`config.mk`:
```
export PLATFORM = sky130hd
export DESIGN_NAME = pulse_width_remote_code_receiver_top
export DESIGN_NICKNAME = d
export VERILOG_FILES = /design/src/hdl/pwrc_pkg.sv /design/src/hdl/pulse_width_remote_code_receiver_top.sv
export SDC_FILE = /design/constraint.sdc
export NUM_CORES = 1
export LEC_CHECK = 0
export BUFFER_PORTS_ARGS = -buffer_cell sky130_fd_sc_hd__buf_2
export CORE_UTILIZATION = 25
export CTS_CLUSTER_DIAMETER = 40
export DETAILED_ROUTE_END_ITERATION = 16
export PLACE_DENSITY = 0.5
export SLEW_MARGIN = 15
export SYNTH_ARGS = -nofsm -noshare
export SYNTH_HDL_FRONTEND = slang
export SYNTH_SLANG_ARGS = --single-unit
```
`constraint.sdc`:
```
create_clock -name clk -period 11.3 [get_ports clk]
set_input_delay 0.565 -clock clk [delete_from_list [all_inputs] [get_ports clk]]
set_output_delay 0.565 -clock clk [all_outputs]
set_load 0.1 [all_outputs]
```
`src/hdl/pwrc_pkg.sv`:
```
`timescale 1ns / 1ps
`default_nettype none
package pwrc_pkg;

  localparam int TS_W        = 16;
  localparam int CODE_W      = 8;
  localparam int CNT_W       = 4;
  localparam int PHASE_W     = 2;
  localparam int CFG_IDX_W   = 3;
  localparam int IN_TDATA_W  = 24;
  localparam int OUT_TDATA_W = 16;

  // register indexes on the configuration port
  localparam logic [CFG_IDX_W-1:0] REG_LOW_MIN        = 3'd0;
  localparam logic [CFG_IDX_W-1:0] REG_FIRST_LOW_MAX  = 3'd1;
  localparam logic [CFG_IDX_W-1:0] REG_HIGH_ERROR_MIN = 3'd2;
  localparam logic [CFG_IDX_W-1:0] REG_SYNC_HIGH_MIN  = 3'd3;
  localparam logic [CFG_IDX_W-1:0] REG_ZERO_HIGH_MIN  = 3'd4;
  localparam logic [CFG_IDX_W-1:0] REG_ONE_HIGH_MIN   = 3'd5;

  // reset values of the timing registers, in timer ticks
  localparam logic [TS_W-1:0] RST_LOW_MIN        = 16'd100;
  localparam logic [TS_W-1:0] RST_FIRST_LOW_MAX  = 16'd20000;
  localparam logic [TS_W-1:0] RST_HIGH_ERROR_MIN = 16'd60000;
  localparam logic [TS_W-1:0] RST_SYNC_HIGH_MIN  = 16'd8000;
  localparam logic [TS_W-1:0] RST_ZERO_HIGH_MIN  = 16'd1500;
  localparam logic [TS_W-1:0] RST_ONE_HIGH_MIN   = 16'd300;

  localparam logic [CNT_W-1:0] BITS_PER_BYTE = 4'd8;

  // result item, code_valid in the lowest bit
  typedef struct packed {
    logic              sync_found;
    logic              frame_error;
    logic [CODE_W-1:0] code_byte;
    logic              code_valid;
  } pwrc_result_t;

  localparam int RES_W      = $bits(pwrc_result_t);
  localparam int OUT_PAD_W  = OUT_TDATA_W - RES_W;
  localparam int IN_PAD_W   = IN_TDATA_W - 1 - TS_W;

endpackage
`default_nettype wire

```
`src/hdl/pulse_width_remote_code_receiver_top.sv`:
```
`timescale 1ns / 1ps
`default_nettype none
// a result is registered in out_r, or in the skid register while out_r is stalled
// throughput: one edge request per clock while the skid is empty; a two-deep output
//   stage (result plus skid register) keeps in_tready high while one result stalls
// reset: synchronous, active low; clears decoder state, empties the output stage
//   and loads the timing registers with their default tick counts
module pulse_width_remote_code_receiver_top (
  input  wire logic                            clk,
  input  wire logic                            rst_n,
  // edge requests
  input  wire logic                            in_tvalid,
  output logic                                 in_tready,
  // [0] edge_level, [16:1] timestamp, [23:17] zero
  input  wire logic [pwrc_pkg::IN_TDATA_W-1:0] in_tdata,
  // decode results
  output logic                                 out_tvalid,
  input  wire logic                            out_tready,
  // [0] code_valid, [8:1] code_byte, [9] frame_error, [10] sync_found, [15:11] zero
  output logic [pwrc_pkg::OUT_TDATA_W-1:0]     out_tdata,
  // timing register writes
  input  wire logic                            cfg_wr_en,
  input  wire logic [pwrc_pkg::CFG_IDX_W-1:0]  cfg_index,
  input  wire logic [pwrc_pkg::TS_W-1:0]       cfg_data
);
  import pwrc_pkg::*;

  // decoder phases
  localparam logic [PHASE_W-1:0] PH_IDLE = 2'd0;
  localparam logic [PHASE_W-1:0] PH_LOW  = 2'd1;
  localparam logic [PHASE_W-1:0] PH_HIGH = 2'd2;
  localparam logic [PHASE_W-1:0] PH_SYNC = 2'd3;

  // timing registers
  logic [TS_W-1:0] low_min_r, first_low_max_r, high_error_min_r;
  logic [TS_W-1:0] sync_high_min_r, zero_high_min_r, one_high_min_r;

  // decoder state
  logic [PHASE_W-1:0] phase_r, phase_nxt;
  logic               first_high_r, first_high_nxt;
  logic [TS_W-1:0]    low_start_r, low_start_nxt;
  logic [TS_W-1:0]    high_start_r, high_start_nxt;
  logic [CODE_W-1:0]  shift_byte_r, shift_byte_nxt;
  logic [CNT_W-1:0]   bit_count_r, bit_count_nxt;
  logic [CODE_W-1:0]  first_frame_r, first_frame_nxt;

  // output stage
  logic         out_v_r, skid_v_r;
  pwrc_result_t out_r, skid_r;
  pwrc_result_t res;

  logic              accept;
  logic              out_free;
  logic              edge_level;
  logic [TS_W-1:0]   ts;
  logic [TS_W-1:0]   low_width, high_width;
  logic              clr;
  logic              got_bit;
  logic [CODE_W-1:0] new_byte;
  logic [CNT_W-1:0]  new_count;

  assign edge_level = in_tdata[0];
  assign ts         = in_tdata[TS_W:1];

  // widths wrap modulo the timer period
  assign low_width  = ts - low_start_r;
  assign high_width = ts - high_start_r;

  // skid register full means the next result would have nowhere to go
  assign in_tready  = !skid_v_r;
  assign accept     = in_tvalid && in_tready;
  assign out_free   = !out_v_r || out_tready;
  assign out_tvalid = out_v_r;
  assign out_tdata  = {{OUT_PAD_W{1'b0}}, out_r};

  // configuration writes; unknown indexes are dropped
  always_ff @(posedge clk) begin
    if (!rst_n) begin
      low_min_r        <= RST_LOW_MIN;
      first_low_max_r  <= RST_FIRST_LOW_MAX;
      high_error_min_r <= RST_HIGH_ERROR_MIN;
      sync_high_min_r  <= RST_SYNC_HIGH_MIN;
      zero_high_min_r  <= RST_ZERO_HIGH_MIN;
      one_high_min_r   <= RST_ONE_HIGH_MIN;
    end else if (cfg_wr_en) begin
      case (cfg_index)
        REG_LOW_MIN:        low_min_r        <= cfg_data;
        REG_FIRST_LOW_MAX:  first_low_max_r  <= cfg_data;
        REG_HIGH_ERROR_MIN: high_error_min_r <= cfg_data;
        REG_SYNC_HIGH_MIN:  sync_high_min_r  <= cfg_data;
        REG_ZERO_HIGH_MIN:  zero_high_min_r  <= cfg_data;
        REG_ONE_HIGH_MIN:   one_high_min_r   <= cfg_data;
        default: ;
      endcase
    end
  end

  // edge decode: one pass of compares from the current state
  always_comb begin
    phase_nxt       = phase_r;
    first_high_nxt  = first_high_r;
    low_start_nxt   = low_start_r;
    high_start_nxt  = high_start_r;
    shift_byte_nxt  = shift_byte_r;
    bit_count_nxt   = bit_count_r;
    first_frame_nxt = first_frame_r;
    res             = '0;
    clr             = 1'b0;
    got_bit         = 1'b0;
    new_byte        = shift_byte_r;
    // count saturates at a full byte
    new_count       = (bit_count_r < BITS_PER_BYTE) ? bit_count_r + 4'd1 : bit_count_r;

    if (edge_level) begin
      // rising edge ends a low pulse
      if (low_width < low_min_r) begin
        clr             = 1'b1;
        res.frame_error = 1'b1;
      end else if (!first_high_r && (low_width > first_low_max_r)) begin
        clr             = 1'b1;
        res.frame_error = 1'b1;
      end else begin
        if (!first_high_r) begin
          first_high_nxt = 1'b1;
          phase_nxt      = PH_HIGH;
        end
        high_start_nxt = ts;
      end
    end else begin
      // falling edge ends a high pulse
      low_start_nxt = ts;
      if (phase_r == PH_IDLE) begin
        phase_nxt = PH_LOW;
      end else if (((phase_r == PH_HIGH) || (phase_r == PH_SYNC)) && first_high_r) begin
        if (high_width >= high_error_min_r) begin
          clr             = 1'b1;
          res.frame_error = 1'b1;
        end else if (high_width >= sync_high_min_r) begin
          shift_byte_nxt = '0;
          bit_count_nxt  = '0;
          phase_nxt      = PH_SYNC;
          res.sync_found = 1'b1;
        end else if (phase_r == PH_SYNC) begin
          if (high_width >= zero_high_min_r) begin
            got_bit  = 1'b1;
            new_byte = {1'b0, shift_byte_r[CODE_W-1:1]};
          end else if (high_width >= one_high_min_r) begin
            got_bit  = 1'b1;
            new_byte = {1'b1, shift_byte_r[CODE_W-1:1]};
          end else begin
            clr             = 1'b1;
            res.frame_error = 1'b1;
          end
        end
      end
    end

    if (got_bit) begin
      shift_byte_nxt = new_byte;
      bit_count_nxt  = new_count;
      if (new_count >= BITS_PER_BYTE) begin
        // a byte counts once two successive frames agree
        if (first_frame_r == '0) begin
          first_frame_nxt = new_byte;
        end else if (new_byte == first_frame_r) begin
          res.code_valid = 1'b1;
          res.code_byte  = new_byte;
          clr            = 1'b1;
        end else begin
          first_frame_nxt = new_byte;
        end
      end
    end

    // error or confirmed byte: back to a clean receiver
    if (clr) begin
      phase_nxt       = PH_IDLE;
      first_high_nxt  = 1'b0;
      low_start_nxt   = '0;
      high_start_nxt  = '0;
      shift_byte_nxt  = '0;
      bit_count_nxt   = '0;
      first_frame_nxt = '0;
    end
  end

  always_ff @(posedge clk) begin
    if (!rst_n) begin
      phase_r       <= PH_IDLE;
      first_high_r  <= 1'b0;
      low_start_r   <= '0;
      high_start_r  <= '0;
      shift_byte_r  <= '0;
      bit_count_r   <= '0;
      first_frame_r <= '0;
    end else if (accept) begin
      phase_r       <= phase_nxt;
      first_high_r  <= first_high_nxt;
      low_start_r   <= low_start_nxt;
      high_start_r  <= high_start_nxt;
      shift_byte_r  <= shift_byte_nxt;
      bit_count_r   <= bit_count_nxt;
      first_frame_r <= first_frame_nxt;
    end
  end

  // output register with skid: the skid holds a result made while the
  // output register was stalled, and drains first
  always_ff @(posedge clk) begin
    if (!rst_n) begin
      out_v_r  <= 1'b0;
      skid_v_r <= 1'b0;
    end else if (out_free) begin
      if (skid_v_r) begin
        out_v_r  <= 1'b1;
        skid_v_r <= 1'b0;
      end else begin
        out_v_r  <= accept;
      end
    end else if (accept) begin
      skid_v_r <= 1'b1;
    end
  end

  always_ff @(posedge clk) begin
    if (out_free) begin
      if (skid_v_r) begin
        out_r <= skid_r;
      end else if (accept) begin
        out_r <= res;
      end
    end else if (accept) begin
      skid_r <= res;
    end
  end

endmodule
`default_nettype wire

```
==> results of run 1 <==
## power by group
part | leakage, nW | switching (mW) | internal [mW]
Clock | 0.254 | 0.277 | 0.285
Combinational | 3.03 | 0.279 | 0.149
Sequential | 1.43 | 0.00892 | 0.646
## metal layers
layer | vias up | GRT usage (%)
li1 | 4467 | -
met1 | 4180 | 17.7
met2 | 141 | 23.8
met3 | 21 | 2.09
met4 | 0 | 3.52
met5 | - | 0
## metrics by stage
step                      std cells  instance area [um2]  utilization (%)
after floorplan                1287                10600                -
after global placement         1824                11300             27.4
after detailed placement       1824                11300             27.4
after CTS                      1854                11900             28.7
after global routing           1854                11900             28.7
final                          1854                11900             28.7
## registers in the layout, indices dropped and copies added (netlist names), 16 cells and up
signal	flops
high_start_r	16
sync_high_min_r	16
low_min_r	16
zero_high_min_r	16
one_high_min_r	16
first_low_max_r	16
low_start_r	16
high_error_min_r	16
## kinds of logic (layout without fill, tap and decap cells)
logic type      count (synthesis)  after routing  synth area share, %
compound gates                293            293                 18.1
xor+xnor                       25             25                 2.07
fa+ha+maj                     128            128                 15.3
buf+inv                       201            236                 7.68
flops                         174            174                 35.0
mux                            29             29                 2.89
other cells                     1              5               0.0355
simple gates                  432            432                 18.9
## how the worst max path moves through the flow
stage | from | endpoint | slack (ns)
after global routing | high_start_r[1] | bit_count_r[1] | 3.81
after floorplan | in_tdata[1] | first_high_r | 5.82
after global placement | in_tdata[2] | bit_count_r[0] | 4.10
after CTS | high_start_r[1] | bit_count_r[0] | 4.28
final | high_start_r[1] | bit_count_r[0] | 4.32
after detailed placement | in_tdata[2] | bit_count_r[0] | 4.07
## worst min-delay path, stage by stage
cell and delay (ns):
buf_2 0.12, nand3_1 0.06, a21oi_1 0.06
## Yosys cell counts (all sizes together) (15+ instances only)
cell,number
ha,126
nand2,243
buf,17
nor2b,18
xnor2,20
o211ai,40
dfxtp,152
nor2,46
edfxtp,22
mux2i,17
clkbuf,37
a32o,15
inv,146
nand3,46
o21ai,38
a21oi,124
## cell type report
type | count | area [um2]
fill | 4465 | 29400
tap | 532 | 666
clock inverter | 12 | 104
multi-input combinational | 912 | 6090
sequential | 174 | 3700
clock buffer | 18 | 429
timing repair buffer | 59 | 310
inverter | 147 | 552
==> results.toml, run 1 <==
[floorplanning]
start_util_pct = 25.6
die_h_um = 208
die_area_um2 = 43100
fp.dieW_um = 208
row_count = 74
core_um2 = 41300
ioPinCount = 66

[clock_network]
cts_buffer_depth = 2
htreeDepth = 4
cts_setup_buffers = 0
cts_tree = "built"
clock_latency_ns = 0.44
cts_resized = 0
cts_hold_buffers = 0
clkSinkCount = 174
cts.clk_slew.worst_paths_ns = 0.07
cts_root_buf = "clkbuf_16"
cts_buffers = 17

[worst_setup_path]
rr_worst_depth = 23
slowest_delay_ns = 0.86
critPathArrivalTime_ns = 7.37
cp-start-kind = "flop"
critPathRequiredTime_ns = 11.68
cp_common_cell = "a21o_1"
cp.depth = 23
endpoint_kind = "flop"
r2r_start = "high_start_r[1]"
crit_type = "flop to flop"
cp_num_buf_inv = 1
r2r_end = "bit_count_r[0]"
crit_fanout = 35
worst_path_max_delay_cell = "a31oi_4"
cp_top_family = "compound AO/OA/AOI/OAI gates"
ff2ff_setup_slack_ns = 4.32
path_cells = "inv_1, ha_1, nor2b_1, o21ai_0, a21boi_0, o21ai_0, a21boi_0, o2111ai_1, a31oi_1, a21o_1, a21oi_1, xnor2_1, ha_1, a21o_1, a21o_1, a21oi_1, o211ai_2, nor4_4, nand2_1, mux2_2, a31oi_4, and4b_1, mux2_2"

[global_route]
antenna_found_initial = 0
track_usage_pct = 13.7
grt_overflow_total = 0
grt_pass1_wl_um = 46500
grt_pass1_vias = 8355
grt_max_degree = 73

[route]
wirelength_met1_um = 13700
antenna_left = 0
dr.max_layer_used = "met4"
drc = 0
wl_met2_um = 14200
num_vias = 8809
drtPass1Iterations = 5
routed_wl_um = 29100
wl_met3_um = 854
drt-initial-drc-count = 402
routed_via_density = 4.75
wl_per_cell_um = 15.7

[sta]
hold_viol = 0
fmax_ghz = 0.143
fin_ws_ns = 4.32
period_minus_slack_ns = 6.98
setup_viol_count_final = 0
finalCritPeriodShare_pct = 61.8
maxSlewViolCount = 0
fin_tns_setup_ns = 0
rsz0062_at_grt = "false"
hold_slack_ns = 0.403
tightest_slew_ns = 1.12
clock_skew_ns = 0.0167
max_slew_margin_pct = 25.6

[cells_and_area]
layout-drive-gt1-share_pct = 9.15
layout_common_cells = "243 x nand2_1, 152 x dfxtp_1, 145 x inv_1"
diodes = 0
area_growth_pct = 12.1
fin_nets = 1487
layout_commonest_cell = "nand2_1"

[synth]
async_flop_share_pct = 0
synth_edf_count = 22
yosys_warnings = 0
synth_seq_area_share_pct = 35.0
synth_top_cell_by_area = "dfxtp_1"
synth_top_area_share_pct = 28.8
ys_types = 78
synthFlopType = "dfxtp_1"
synth-seq-cells = 174
syn_inst = 1283
netlist_area_um2 = 10600
avgSynthCellArea_um2 = 8.24
synth_area_leaders = "dfxtp_1 29%, ha_1 15%, nand2_1 8.6%"

[power]
power_leakage_nw = 4.72
powerDensity_nw_per_um2 = 139
power_mw = 1.65
vdd_drop_max_mv = 0.0728

[hold_path]
min-delay-start = "in_tdata[1]"
hold_end = "low_start_r[0]"
whs_path_depth = 3
hp-class = "primary input to flop"

[placed_design]
dp_hpwl_um = 21400
gp_congestion = 0.811
io_buffers = 53
dpl_worst_slack_ns = 4.07

[run]
cap_violations = 0

[outcome]
status = "completed"
Power figures use the tool's default switching activity.
==> inputs of run 2 (changes only) <==
==> constraint.sdc (replaced) <==
create_clock -name clk -period 7.1 [get_ports clk]
set_input_delay 0.355 -clock clk [delete_from_list [all_inputs] [get_ports clk]]
set_output_delay 0.355 -clock clk [all_outputs]
set_load 0.1 [all_outputs]
==> results.toml, run 2 (synthesized netlist as in run 1, its figures left out) <==
[floorplanning]
core_um2 = 41300
start_util_pct = 25.6
die_h_um = 208
die_area_um2 = 43100
ioPinCount = 66
fp.dieW_um = 208
row_count = 74

[sta]
setup_viol_count_final = 0
max_slew_margin_pct = 28.7
tightest_slew_ns = 1.07
period_minus_slack_ns = 6.17
maxSlewViolCount = 0
finalCritPeriodShare_pct = 86.9
fin_ws_ns = 0.931
clock_skew_ns = 0.0151
fin_tns_setup_ns = 0
hold_viol = 0
fmax_ghz = 0.162
rsz0062_at_grt = "false"

[power]
powerDensity_nw_per_um2 = 225
power_mw = 2.69
power_leakage_nw = 4.81
vdd_drop_max_mv = 0.146

[route]
antenna_left = 0
num_vias = 8685
drtPass1Iterations = 4
drt-initial-drc-count = 497
drc = 0
wl_per_cell_um = 15.2
routed_via_density = 4.65
routed_wl_um = 28300

[cells_and_area]
fin_nets = 1497
area_growth_pct = 13.4
layout_common_cells = "243 x nand2_1, 152 x dfxtp_1, 145 x inv_1"
layout_commonest_cell = "nand2_1"
diodes = 0
layout-drive-gt1-share_pct = 10.0
final_area_um2 = 12000
final_util_pct = 29.0

[global_route]
grt_overflow_total = 0
track_usage_pct = 13.5
grt_max_degree = 88
antenna_found_initial = 0
grt_pass1_wl_um = 45300
grt_pass1_vias = 8263

[placed_design]
gp_congestion = 0.795
dp_hpwl_um = 21100
io_buffers = 53
dpl_worst_slack_ns = 0.734
dpl_cell_area_um2 = 11400

[clock_network]
cts_tree = "built"
clock_latency_ns = 0.45
cts.clk_slew.worst_paths_ns = 0.07
cts_resized = 0
clkSinkCount = 174
cts_buffer_depth = 2
cts_hold_buffers = 0
cts_buffers = 17
htreeDepth = 4
cts_setup_buffers = 0
cts_root_buf = "clkbuf_16"

[worst_setup_path]
critPathArrivalTime_ns = 6.54
crit_fanout = 16
ff2ff_setup_slack_ns = 0.93
crit_type = "flop to flop"
rr_worst_depth = 23
crit_end = "low_start_r[8]"
path_cells = "ha_1, fa_1, nor2b_1, o21ai_0, a21boi_0, o21ai_0, a21boi_0, o21ai_0, a21o_1, a31oi_1, nand4b_1, o211ai_1, ha_1, a21o_1, a21oi_1, o211ai_2, nor4_4, nand2_1, mux2_2, a31oi_4, buf_4, nand3_1, a21oi_1"
worst_path_max_delay_cell = "nor4_4"
cp-start-kind = "flop"
cp_common_cell = "o21ai_0"
critPathRequiredTime_ns = 7.47
slowest_delay_ns = 0.53
crit_path_start = "high_start_r[0]"
endpoint_kind = "flop"
r2r_end = "low_start_r[8]"
r2r_start = "high_start_r[0]"

[hold_path]
hp-class = "primary input to flop"

[run]
cap_violations = 0

[outcome]
status = "completed"
==> run 2: metrics by stage <==
step	hold slack, ns	std cells
after floorplan	0.432	1287
after global placement	0.440	1834
after detailed placement	0.443	1834
after CTS	0.154	1866
after global routing	0.178	1866
final	0.184	1866
==> run 2: worst min path at each step <==
stage	startpoint	end	slack, ns	cells past startpoint
floorplan	low_start_r[10]	low_start_r[10]	0.43	2
global placement	low_start_r[4]	low_start_r[4]	0.44	2
detailed placement	low_start_r[4]	low_start_r[4]	0.44	2
CTS	in_tdata[1]	high_start_r[0]	0.15	3
global route	in_tdata[1]	low_start_r[0]	0.18	3
finish	in_tdata[1]	high_start_r[0]	0.18	3
==> run 2: layout make-up <==
cell class | count | area [um2]
fillers | 4460 | 29300
multi-input cells | 912 | 6090
flip-flops and latches | 174 | 3700
well taps | 532 | 666
inverters | 147 | 552
clock buffers | 19 | 464
repair buffers | 69 | 385
clock inverters | 13 | 134
==> run 2: critical path, delay by kind of cell, from the launching register on <==
family / cells / cell delay (ns)
simple gates: 5 / 1.05
flops: 1 / 0.32
mux: 1 / 0.35
compound gates: 13 / 3.00
fa+ha+maj: 3 / 0.98
buf+inv: 1 / 0.33
==> run 2: layer usage <==
layer	global-route usage [%]	vias to the layer above	part of all wire, %	wire length [um]
li1	-	4508	-	-
met1	17.2	4024	47	13400
met2	22.9	122	48	13500
met3	2.48	31	3.2	894
met4	3.98	0	1.8	497
met5	0	-	0	0
==> run 2: power breakdown <==
group	switching (mW)	total, mW	internal [mW]
Combinational	0.443	0.690	0.246
Sequential	0.0139	1.04	1.03
Clock	0.462	0.962	0.500
Total	0.919	2.69	1.77
==> inputs of run 3 (changes only) <==
--- a/config.mk
+++ b/config.mk
@@ -10,6 +10,7 @@
 export CTS_CLUSTER_DIAMETER = 40
 export DETAILED_ROUTE_END_ITERATION = 16
 export PLACE_DENSITY = 0.5
+export REMOVE_ABC_BUFFERS = 1
 export SLEW_MARGIN = 15
 export SYNTH_ARGS = -nofsm -noshare
 export SYNTH_HDL_FRONTEND = slang
==> results.toml, run 3 (synthesized netlist as in run 1, its figures left out) <==
[placed_design]
io_buffers = 53
dp_hpwl_um = 20200
dpl_worst_slack_ns = 0.511
gp_congestion = 0.824

[worst_setup_path]
cp_common_cell = "a21oi_1"
cp_num_buf_inv = 1
critPathRequiredTime_ns = 7.43
cp-start-kind = "flop"
worst_path_max_delay_cell = "a21oi_2"
critPathArrivalTime_ns = 6.70
crit_fanout = 21
path_cells = "ha_1, inv_1, fa_1, a21o_1, a21oi_1, o21ai_0, a21oi_1, o21bai_1, a21oi_1, o21ai_0, or4_1, nand2_1, o311ai_0, ha_1, a21o_1, a211oi_1, o211ai_1, o221a_2, a21oi_2, a21oi_1, a41o_1, mux2_2"
cp_top_family = "compound AO/OA/AOI/OAI gates"
crit_type = "flop to flop"
slowest_delay_ns = 0.88
endpoint_kind = "flop"

[cells_and_area]
diodes = 0
nFillCells = 4512
layout-drive-gt1-share_pct = 9.90
layout_commonest_cell = "nand2_1"
fin_nets = 1496
layout_common_cells = "243 x nand2_1, 152 x dfxtp_1, 145 x inv_1"
area_growth_pct = 13.1

[clock_network]
cts_tree = "built"
cts_root_buf = "clkbuf_16"
clock_latency_ns = 0.45
htreeDepth = 4
cts_buffer_depth = 2
clkSinkCount = 174
cts_buffers = 17
cts_resized = 0
cts_setup_buffers = 0
cts_hold_buffers = 0
cts.clk_slew.worst_paths_ns = 0.07

[global_route]
track_usage_pct = 13.0
grt_overflow_total = 0
antenna_found_initial = 0
grt_max_degree = 71
grt_pass1_vias = 8191
grt_pass1_wl_um = 44300

[power]
powerDensity_nw_per_um2 = 221
p_switching_uw = 866
vdd_drop_max_mv = 0.160
switching_share_pct = 32.7
power.internal_mw = 1.78
seq_power_share_pct = 39.4
p_comb_share_pct = 25.7
p_clk_share_pct = 34.9
power_leakage_nw = 4.79

[route]
wl_per_cell_um = 14.4
drc = 0
num_vias = 8558
routed_via_density = 4.59
drtPass1Iterations = 5
antenna_left = 0
routed_wl_um = 26900
drt-initial-drc-count = 362

[sta]
fmax_ghz = 0.157
clock_skew_ns = 0.0129
max_slew_margin_pct = 25.8
hold_viol = 0
setup_viol_count_final = 0
maxSlewViolCount = 0
tightest_slew_ns = 1.11
finalCritPeriodShare_pct = 89.7
fin_tns_setup_ns = 0
period_minus_slack_ns = 6.37
rsz0062_at_grt = "false"
fin_ws_ns = 0.732

[floorplanning]
die_area_um2 = 43100
core_um2 = 41300
fp.dieW_um = 208
die_h_um = 208
row_count = 74
start_util_pct = 25.6
ioPinCount = 66

[run]
cap_violations = 0

[outcome]
status = "completed"

[hold_path]
hp-class = "primary input to flop"
==> run 3: cell types whose count changed in the layout (fill, tap and decap cells not counted), sizes merged <==
cell,delta
buf,-1
bufinv,+1
inv,-5
clkinv,+3
clkbuf,+1
==> run 3: routing by layer <==
layer,GRT usage [%],wire (um),part of all wire [%]
met5,0,0,0
met4,3.78,247,0.92
met3,2.21,530,2.0
met2,21.4,12500,47
met1,17.3,13600,51
==> run 3: power groups by stage <==
stage	Combinational, mW	Sequential [mW]	Clock, mW
after floorplan	0.450	1.09	0
after global placement	0.671	1.06	0
after detailed placement	0.681	1.06	0
after CTS	0.688	1.04	0.956
after global routing	0.772	1.05	0.995
final	0.681	1.04	0.923
==> run 3: layout make-up <==
type	count	area, um2	share of cell area [%]
clock buffers	20	457	3.82
clock inverters	12	109	0.910
inverters	147	552	4.61
multi-input cells	912	6080	50.8
flip-flops and latches	174	3700	31.0
well taps	532	666	5.57
repair buffers	68	390	3.26
==> run 3: worst register-to-register path, stage by stage (launching register included) <==
cell and delay (ns):
dfxtp_1 0.33, ha_1 0.17, inv_1 0.05, fa_1 0.41, a21o_1 0.18, a21oi_1 0.21, o21ai_0 0.12, a21oi_1 0.24
o21bai_1 0.09, a21oi_1 0.23, o21ai_0 0.15, or4_1 0.45, nand2_1 0.12, o311ai_0 0.22, ha_1 0.37, a21o_1 0.16
a211oi_1 0.25, o211ai_1 0.14, o221a_2 0.36, a21oi_2 0.88, a21oi_1 0.50, a41o_1 0.36, mux2_2 0.26
==> run 3: worst paths after layout <==
path | start | endpoint | slack, ns | cells past startpoint
hold reg to reg | low_start_r[8] | low_start_r[8] | 0.45 | 2
setup / recovery | low_start_r[0] | bit_count_r[0] | 0.73 | 22
hold / removal | in_tdata[1] | high_start_r[0] | 0.18 | 3
setup reg to reg | low_start_r[0] | bit_count_r[0] | 0.73 | 22
==> run 3: per-stage QoR <==
| step | hold WS, ns | utilization (%) | instances | cell area [um2] | power (mW) |
|---|---|---|---|---|---|
| finish | 0.181 | 29.0 | 1865 | 12000 | 2.65 |
| global route | 0.170 | 29.0 | 1865 | 12000 | 2.81 |
| CTS | 0.156 | 29.0 | 1865 | 12000 | 2.69 |
| detailed placement | 0.444 | 27.6 | 1833 | 11400 | 1.75 |
| global placement | 0.438 | 27.6 | 1833 | 11400 | 1.74 |
| floorplan | 0.432 | - | 1233 | 10300 | 1.54 |
